[src/rtl/psl_pkg.sv]
// ----------------------------------------------------------------------------
// psl_pkg
// Shared constants, record type and controller/datapath interface structs
// for the positional sequential list core.
// ----------------------------------------------------------------------------
package psl_pkg;

	localparam int CAPACITY = 128;
	localparam int POS_W    = 8;
	localparam int CNT_W    = $clog2(CAPACITY + 1);
	localparam int IDX_W    = $clog2(CAPACITY);
	localparam int CMP_W    = ((CNT_W > POS_W) ? CNT_W : POS_W) + 1;

	localparam logic [2:0] KIND_INSERT = 3'd0;
	localparam logic [2:0] KIND_DELETE = 3'd1;
	localparam logic [2:0] KIND_GET    = 3'd2;
	localparam logic [2:0] KIND_LOCATE = 3'd3;
	localparam logic [2:0] KIND_CLEAR  = 3'd4;

	localparam logic [1:0] ST_OK    = 2'd0;
	localparam logic [1:0] ST_RANGE = 2'd1;
	localparam logic [1:0] ST_FULL  = 2'd2;

	typedef struct packed {
		logic signed [31:0] key;
		logic [63:0]        payload;
		logic [7:0]         tag;
	} entry_t;

	typedef struct packed {
		logic capture;
		logic decode;
		logic ins_step;
		logic ins_put;
		logic del_step;
		logic del_done;
		logic get_rd;
		logic loc_step;
		logic clear;
	} dp_cmd_t;

	typedef struct packed {
		logic [2:0] kind;
		logic       op_ok;
		logic       ins_more;
		logic       del_more;
		logic       loc_more;
	} dp_sts_t;

endpackage

[src/rtl/psl_ctrl.sv]
// ----------------------------------------------------------------------------
// psl_ctrl
// Request sequencer: decodes the captured request and steps the datapath
// through shift, read and scan walks, then presents one result.
// ----------------------------------------------------------------------------
module psl_ctrl (
	input  logic              clk,
	input  logic              arst_n,
	input  logic              start,
	output logic              busy,
	output logic              done,
	input  psl_pkg::dp_sts_t  sts,
	output psl_pkg::dp_cmd_t  cmd
);
	import psl_pkg::*;

	typedef enum logic [7:0] {
		S_IDLE      = 8'b0000_0001,
		S_DECODE    = 8'b0000_0010,
		S_INS_SHIFT = 8'b0000_0100,
		S_INS_PUT   = 8'b0000_1000,
		S_DEL_SHIFT = 8'b0001_0000,
		S_GET_RD    = 8'b0010_0000,
		S_LOC_SCAN  = 8'b0100_0000,
		S_RESP      = 8'b1000_0000
	} state_t;

	state_t state_q, state_d;

	always_ff @(posedge clk or negedge arst_n) begin
		if (!arst_n) begin
			state_q <= S_IDLE;
		end else begin
			state_q <= state_d;
		end
	end

	always_comb begin
		state_d = state_q;
		cmd     = '0;
		case (state_q)
			S_IDLE: begin
				if (start) begin
					cmd.capture = 1'b1;
					state_d     = S_DECODE;
				end
			end
			S_DECODE: begin
				cmd.decode = 1'b1;
				state_d    = S_RESP;
				case (sts.kind)
					KIND_INSERT: if (sts.op_ok) state_d = S_INS_SHIFT;
					KIND_DELETE: if (sts.op_ok) state_d = S_DEL_SHIFT;
					KIND_GET:    if (sts.op_ok) state_d = S_GET_RD;
					KIND_LOCATE: state_d = S_LOC_SCAN;
					KIND_CLEAR:  cmd.clear = 1'b1;
					default:     state_d = S_RESP;
				endcase
			end
			S_INS_SHIFT: begin
				if (sts.ins_more) begin
					cmd.ins_step = 1'b1;
				end else begin
					state_d = S_INS_PUT;
				end
			end
			S_INS_PUT: begin
				cmd.ins_put = 1'b1;
				state_d     = S_RESP;
			end
			S_DEL_SHIFT: begin
				if (sts.del_more) begin
					cmd.del_step = 1'b1;
				end else begin
					cmd.del_done = 1'b1;
					state_d      = S_RESP;
				end
			end
			S_GET_RD: begin
				cmd.get_rd = 1'b1;
				state_d    = S_RESP;
			end
			S_LOC_SCAN: begin
				if (sts.loc_more) begin
					cmd.loc_step = 1'b1;
				end else begin
					state_d = S_RESP;
				end
			end
			S_RESP: begin
				state_d = S_IDLE;
			end
			default: begin
				state_d = S_IDLE;
			end
		endcase
	end

	assign busy = (state_q != S_IDLE);
	assign done = (state_q == S_RESP);

endmodule

[config.mk]
export PLATFORM = sky130hd
export DESIGN_NAME = psl_ctrl
export DESIGN_NICKNAME = d
export VERILOG_FILES = /design/src/rtl/psl_pkg.sv /design/src/rtl/psl_ctrl.sv
export SDC_FILE = /design/constraint.sdc
export NUM_CORES = 1
export LEC_CHECK = 0
export BUFFER_PORTS_ARGS = -buffer_cell sky130_fd_sc_hd__clkbuf_2
export CAP_MARGIN = 20
export CORE_AREA = 2 2 39 41
export DETAILED_ROUTE_END_ITERATION = 16
export DIE_AREA = 0 0 41 43
export GPL_ROUTABILITY_DRIVEN = 1
export PLACE_DENSITY = 0.78
export SKIP_LAST_GASP = 1
export SLEW_MARGIN = 20
export SYNTH_ARGS = -nofsm -noshare
export SYNTH_HDL_FRONTEND = slang
export SYNTH_SLANG_ARGS = --single-unit
[constraint.sdc]
create_clock -name clk -period 4.3 [get_ports clk]
set_clock_uncertainty 0.15 [all_clocks]
set_input_delay 0.43 -clock clk [delete_from_list [all_inputs] [get_ports clk]]
set_output_delay 0.43 -clock clk [all_outputs]
set_load 0.01 [all_outputs]
==> impl_metrics.env, run 1 <==
export IMPL_whs_ns=0.281
export IMPL_wl_um=1230
export IMPL_row_count=14
export IMPL_dr_total_vias=531
export IMPL_cts_setup_buffers=0
export IMPL_ys_seq_area_share_pct=36.2
export IMPL_hold_path_endpoint="state_q[1]"
export IMPL_fmax_mhz=424
export IMPL_instances_no_fill=99
export IMPL_vias_per_cell=5.36
export IMPL_ys_ff_latch=8
export IMPL_drive_gt1_share_pct=36.1
export IMPL_cts_htree_levels=1
export IMPL_dp_hpwl_um=978
export IMPL_hold_depth=3
export IMPL_rr_startpoint="state_q[6]"
export IMPL_port_buffers=20
export IMPL_reg2reg_to="state_q[2]"
export IMPL_cts_path_max_buffers=2
export IMPL_crit_fanout=7
export IMPL_synth_area_top_cells="dfrtp_1 (31%), nor4_4 (7.6%), nor2_1 (6.7%), nor2b_1 (5.6%), dfstp_2 (4.7%)"
export IMPL_peakVddDrop_mv=0.224
export IMPL_rsz0062_at_grt="false"
export IMPL_yosys_warnings=0
export IMPL_post_cts_resized=0
export IMPL_grt_pass1_vias=464
export IMPL_synth_top_area_share_pct=31.5
export IMPL_fin_crit_ns=2.36
export IMPL_grt_max_degree=9
export IMPL_worstHoldPathType="input pin to register"
export IMPL_cts_made_buffers=3
export IMPL_cp_required_ns=3.72
export IMPL_clkLatencyLatePin_ns=0.26
export IMPL_worst_ep_arrival_time_ns=1.78
export IMPL_io_pins=21
export IMPL_dp_cells=94
export IMPL_syn_inst=59
export IMPL_root_buffer="clkbuf_4"
export IMPL_reg2reg_depth=4
export IMPL_syn_nets=69
export IMPL_mostFrequentLayoutCells="clkbuf_2 (20), nor2_1 (10), dfrtp_1 (7)"
export IMPL_placed_area_um2=669
export IMPL_synthesis_area_um2=557
export IMPL_slew_viol_final=0
export IMPL_synth_distinct_cells=24
export IMPL_synth_top_area_cell="dfrtp_1"
export IMPL_cap_violations=0
export IMPL_worstHoldStart="start"
export IMPL_nets=94
export IMPL_max_slew_margin_pct=75.5
export IMPL_antenna_found_initial=0
export IMPL_syn_mean_instance_area_um2=9.44
export IMPL_core_area_um2=1380
export IMPL_hold_viol=0
export IMPL_clock_sinks=8
export IMPL_cp_start_kind="register"
export IMPL_drt_iter0_drc=11
export IMPL_crit_path_end_kind="primary output"
export IMPL_worst_setup_hold_path_clk_slew_ns=0.06
export IMPL_top_regs="state_q: 8 flops"
export IMPL_tritoncts="yes"
export IMPL_p_total_w=0.000287
export IMPL_grt_pass1_wl_um=1860
export IMPL_gp_congestion=0.800
export IMPL_regMostFlops="state_q"
export IMPL_setup_viol=0
export IMPL_timing_setup_tns_ns=0
export IMPL_drc=0
export IMPL_worst_pin_slew_ns=0.365
export IMPL_grt_remaining_overflow=0
export IMPL_initial_core_util_pct=40.2
export IMPL_largest_reg_flops=8
export IMPL_cts_hold_buf=1
export IMPL_layout_commonest_cell="clkbuf_2"
export IMPL_fp_dieW_um=41
export IMPL_antenna_cells=0
export IMPL_powerDensity_nw_per_um2=406
export IMPL_dieHeight_um=43
export IMPL_areaGrowthSynthToFinish_pct=26.7
export IMPL_antenna_left=0
export IMPL_fin_area_um2=706
export IMPL_outcome="finished, final reports clean"
export IMPL_routedWlPerCell_um=12.5
export IMPL_grt_usage_pct=16.3
export IMPL_p_leak_nw=0.398
export IMPL_path_class="register to primary output"
export IMPL_first_pass_iters=4
export IMPL_dieArea_um2=1760
export IMPL_rrSetupSlack_ns=2.57
export IMPL_post_route_period_util_pct=54.8
==> synth_stat cells <==
cell type and instances:
a21oi_1 2, a31o_2 1, and3_1 3, and4b_1 2
buf_4 1, dfrtp_1 7, dfstp_2 1, inv_1 5
nand2_1 1, nand2b_1 1, nand3_1 5, nand3b_4 1
nand4_1 3, nand4b_1 2, nor2_1 10, nor2b_1 5
nor3b_2 1, nor4_4 2, o2111ai_1 1, o211ai_1 1
o21ai_0 1, o21ai_1 1, o31ai_4 1, xor2_1 1
==> per-stage QoR <==
stage	utilization, %	setup slack, ns
after floorplan	-	2.41
after global placement	48.4	2.27
after detailed placement	48.4	2.24
after CTS	51.0	1.96
after global routing	51.0	1.84
final	51.0	1.94
==> routing by layer <==
| layer | part of all wire [%] | track usage [%] | routed length, um | vias up |
|---|---|---|---|---|
| met5 | 0 | 0 | 0 | - |
| met4 | 0.49 | 10.0 | 6 | 0 |
| met3 | 6.6 | 3.14 | 82 | 2 |
| met2 | 50 | 24.7 | 619 | 22 |
| met1 | 43 | 20.1 | 526 | 244 |
| li1 | - | - | - | 263 |
==> worst max-delay path by stage <==
stage	startpoint	endpoint	slack, ns	cells after the start
after global routing	state_q[6]	cmd[0]	1.84	4
final	state_q[6]	cmd[0]	1.94	4
after detailed placement	state_q[6]	cmd[0]	2.24	4
after floorplan	state_q[6]	cmd[0]	2.41	4
after global placement	state_q[6]	cmd[0]	2.27	4
after CTS	state_q[6]	cmd[0]	1.96	4
==> critical path, cell delays in order (launching register included) <==
cell and delay [ns]:
dfrtp_1 0.42, nor4_4 0.41, and3_1 0.36, and3_1 0.19
clkbuf_2 0.13
==> cell type report <==
| type | instances | area [um^2] |
|---|---|---|
| clock buffers | 4 | 26.3 |
| well taps | 16 | 20.0 |
| inverters | 5 | 18.8 |
| flip-flops and latches | 8 | 201 |
| fillers | 140 | 678 |
| repair buffers | 21 | 110 |
| multi-input cells | 45 | 329 |
==> where the power goes <==
part           switching, W  internal (W)
Combinational     0.0000659     0.0000527
Sequential        0.0000153     0.0000902
Clock             0.0000271     0.0000356
==> kinds of logic (layout without fill, tap and decap cells) <==
kind of cell	count (synthesis)	after routing	synth area share (%)
simple gates	36	36	45.6
xor+xnor	1	1	1.57
flops	8	8	36.2
buf+inv	6	30	4.72
compound gates	8	8	11.9
Note: power is estimated with default switching activity, not from simulation.
==> run 2: changes to the inputs <==
--- a/config.mk
+++ b/config.mk
@@ -7,11 +7,10 @@
 export LEC_CHECK = 0
 export BUFFER_PORTS_ARGS = -buffer_cell sky130_fd_sc_hd__clkbuf_2
 export CAP_MARGIN = 20
-export CORE_AREA = 2 2 39 41
+export CORE_UTILIZATION = 41
 export DETAILED_ROUTE_END_ITERATION = 16
-export DIE_AREA = 0 0 41 43
 export GPL_ROUTABILITY_DRIVEN = 1
-export PLACE_DENSITY = 0.78
+export PLACE_DENSITY = 0.79
 export SKIP_LAST_GASP = 1
 export SLEW_MARGIN = 20
 export SYNTH_ARGS = -nofsm -noshare
==> constraint.sdc (replaced) <==
create_clock -name clk -period 2.1 [get_ports clk]
set_clock_uncertainty 0.15 [all_clocks]
set_input_delay 0.21 -clock clk [delete_from_list [all_inputs] [get_ports clk]]
set_output_delay 0.21 -clock clk [all_outputs]
set_load 0.01 [all_outputs]
==> run 2 against run 1 <==
  * First-iteration DRC count fell by 73%
  * Power increased by 110%
  * Clock-buffer cell count did not move
  * Clock power is 100% higher
  * Combinational power up 110%
  * Core utilization increased by 10 points
  * Die area is 14% lower
  * Sequential power is 110% higher
  * Non-clock buffer count grew 3
  * Register-to-register slack worse by 2.2 ns
  * Critical endpoint unchanged
==> impl_metrics.env, run 2 (synthesis gave the netlist of run 1 again) <==
export IMPL_grt_pass1_wl_um=2070
export IMPL_cp_start_kind="register"
export IMPL_cap_violations=0
export IMPL_fp_dieW_um=38.9
export IMPL_mostFrequentLayoutCells="clkbuf_2 (20), nor2_1 (10), dfrtp_1 (7)"
export IMPL_antenna_found_initial=0
export IMPL_reg2reg_depth=5
export IMPL_crit_path_end_kind="primary output"
export IMPL_worst_setup_hold_path_clk_slew_ns=0.06
export IMPL_p_total_w=0.000595
export IMPL_cp_slowest_cell="dfrtp_1"
export IMPL_hold_path_endpoint="state_q[1]"
export IMPL_worst_pin_slew_ns=0.335
export IMPL_hold_viol=0
export IMPL_drc=0
export IMPL_powerDensity_nw_per_um2=819
export IMPL_grt_usage_pct=21.3
export IMPL_rr_startpoint="state_q[1]"
export IMPL_grt_remaining_overflow=0
export IMPL_row_count=12
export IMPL_areaGrowthSynthToFinish_pct=30.6
export IMPL_root_buffer="clkbuf_4"
export IMPL_path_class="register to primary output"
export IMPL_fmax_mhz=497
export IMPL_io_pins=21
export IMPL_dieHeight_um=38.9
export IMPL_crit_fanout=5
export IMPL_worst_ep_arrival_time_ns=1.65
export IMPL_peakVddDrop_mv=0.431
export IMPL_drt_iter0_drc=3
export IMPL_first_pass_iters=4
export IMPL_regMostFlops="state_q"
export IMPL_layout_commonest_cell="clkbuf_2"
export IMPL_timing_final_ws_setup_ns=0.0884
export IMPL_nets=97
export IMPL_antenna_left=0
export IMPL_fin_crit_ns=2.01
export IMPL_rrSetupSlack_ns=0.37
export IMPL_cts_htree_levels=1
export IMPL_fillCellCount=108
export IMPL_cts_path_max_buffers=2
export IMPL_outcome="finished, final reports clean"
export IMPL_grt_pass1_vias=495
export IMPL_rsz0062_at_grt="false"
export IMPL_cts_made_buffers=3
export IMPL_clkLatencyLatePin_ns=0.26
export IMPL_wl_um=1220
export IMPL_path_cells="nor4_4 -> and3_2 -> and3_1 -> clkbuf_2"
export IMPL_p_leak_nw=0.410
export IMPL_core_area_um2=1190
export IMPL_dr_total_vias=522
export IMPL_slowest_delay_ns=0.43
export IMPL_dp_worst_setup_slack_ns=0.244
export IMPL_port_buffers=20
export IMPL_max_slew_margin_pct=77.5
export IMPL_hold_depth=3
export IMPL_reg2reg_to="state_q[3]"
export IMPL_top_regs="state_q: 8 flops"
export IMPL_vias_per_cell=5.22
export IMPL_tritoncts="yes"
export IMPL_routedWlPerCell_um=12.2
export IMPL_initial_core_util_pct=46.9
export IMPL_timing_setup_tns_ns=0
export IMPL_post_route_period_util_pct=95.8
export IMPL_cp_required_ns=1.74
export IMPL_worstHoldPathType="input pin to register"
export IMPL_slew_viol_final=0
export IMPL_largest_reg_flops=8
export IMPL_gp_congestion=0.692
export IMPL_dp_hpwl_um=987
export IMPL_antenna_cells=0
export IMPL_grt_max_degree=9
export IMPL_clock_sinks=8
export IMPL_setup_viol=0
export IMPL_dieArea_um2=1510
export IMPL_drive_gt1_share_pct=39.5
export IMPL_worstHoldStart="start"
export IMPL_whs_ns=0.0796
[run 2: area by class of cell]
class | instances | area (um^2) | share of cell area (%)
Inverter | 5 | 18.8 | 2.58
Tap cell | 14 | 17.5 | 2.41
Timing Repair Buffer | 24 | 133 | 18.2
Sequential cell | 8 | 201 | 27.7
Multi-Input combinational cell | 45 | 330 | 45.4
Clock buffer | 4 | 26.3 | 3.61
[run 2: routing by layer]
layer / up-vias / global-route usage (%) / wire, um
met5: - / 0 / 0
met4: 0 / 15.5 / 10
met3: 2 / 1.73 / 79
met2: 21 / 34.2 / 569
met1: 231 / 26.4 / 560
li1: 268 / - / -
[run 2: worst max path at each step]
stage,to,cells past startpoint,startpoint,slack (ns)
finish,cmd[0],4,state_q[3],0.09
global route,cmd[0],4,state_q[3],0.02
detailed placement,cmd[0],4,state_q[6],0.24
floorplan,cmd[0],4,state_q[6],0.43
CTS,cmd[0],4,state_q[3],0.07
global placement,cmd[0],4,state_q[6],0.29
[run 2: worst max-delay path: cells and delay by family, from the launching register on]
kind / cells / cell delay [ns]
buffers and inverters: 1 / 0.13
and+or+nand+nor: 3 / 0.84
DFF: 1 / 0.43
[run 2: per-stage QoR]
step                utilization (%)  area [um^2]  std cells
floorplan                         -          557         59
global placement               56.2          667         92
detailed placement             56.2          667         92
CTS                            60.0          712         98
global route                   61.3          727        100
finish                         61.3          727        100
[run 2: where the power goes]
part	switching (W)	leakage [nW]	internal [W]	total [W]
Combinational	0.000137	0.288	0.000115	0.000252
Sequential	0.0000322	0.107	0.000185	0.000217
Clock	0.0000533	0.0150	0.0000727	0.000126
Total	0.000223	0.410	0.000372	0.000595
[run 2: repair_timing]
action | 4_1_cts | 5_1_grt
endpoints found under the hold margin | 8 | 0
pin swaps | 1 | 1
hold buffers | 1 | 0
setup endpoints to repair | 1 | 1
setup buffers | 1 | 2
resized for setup | 1 | 0
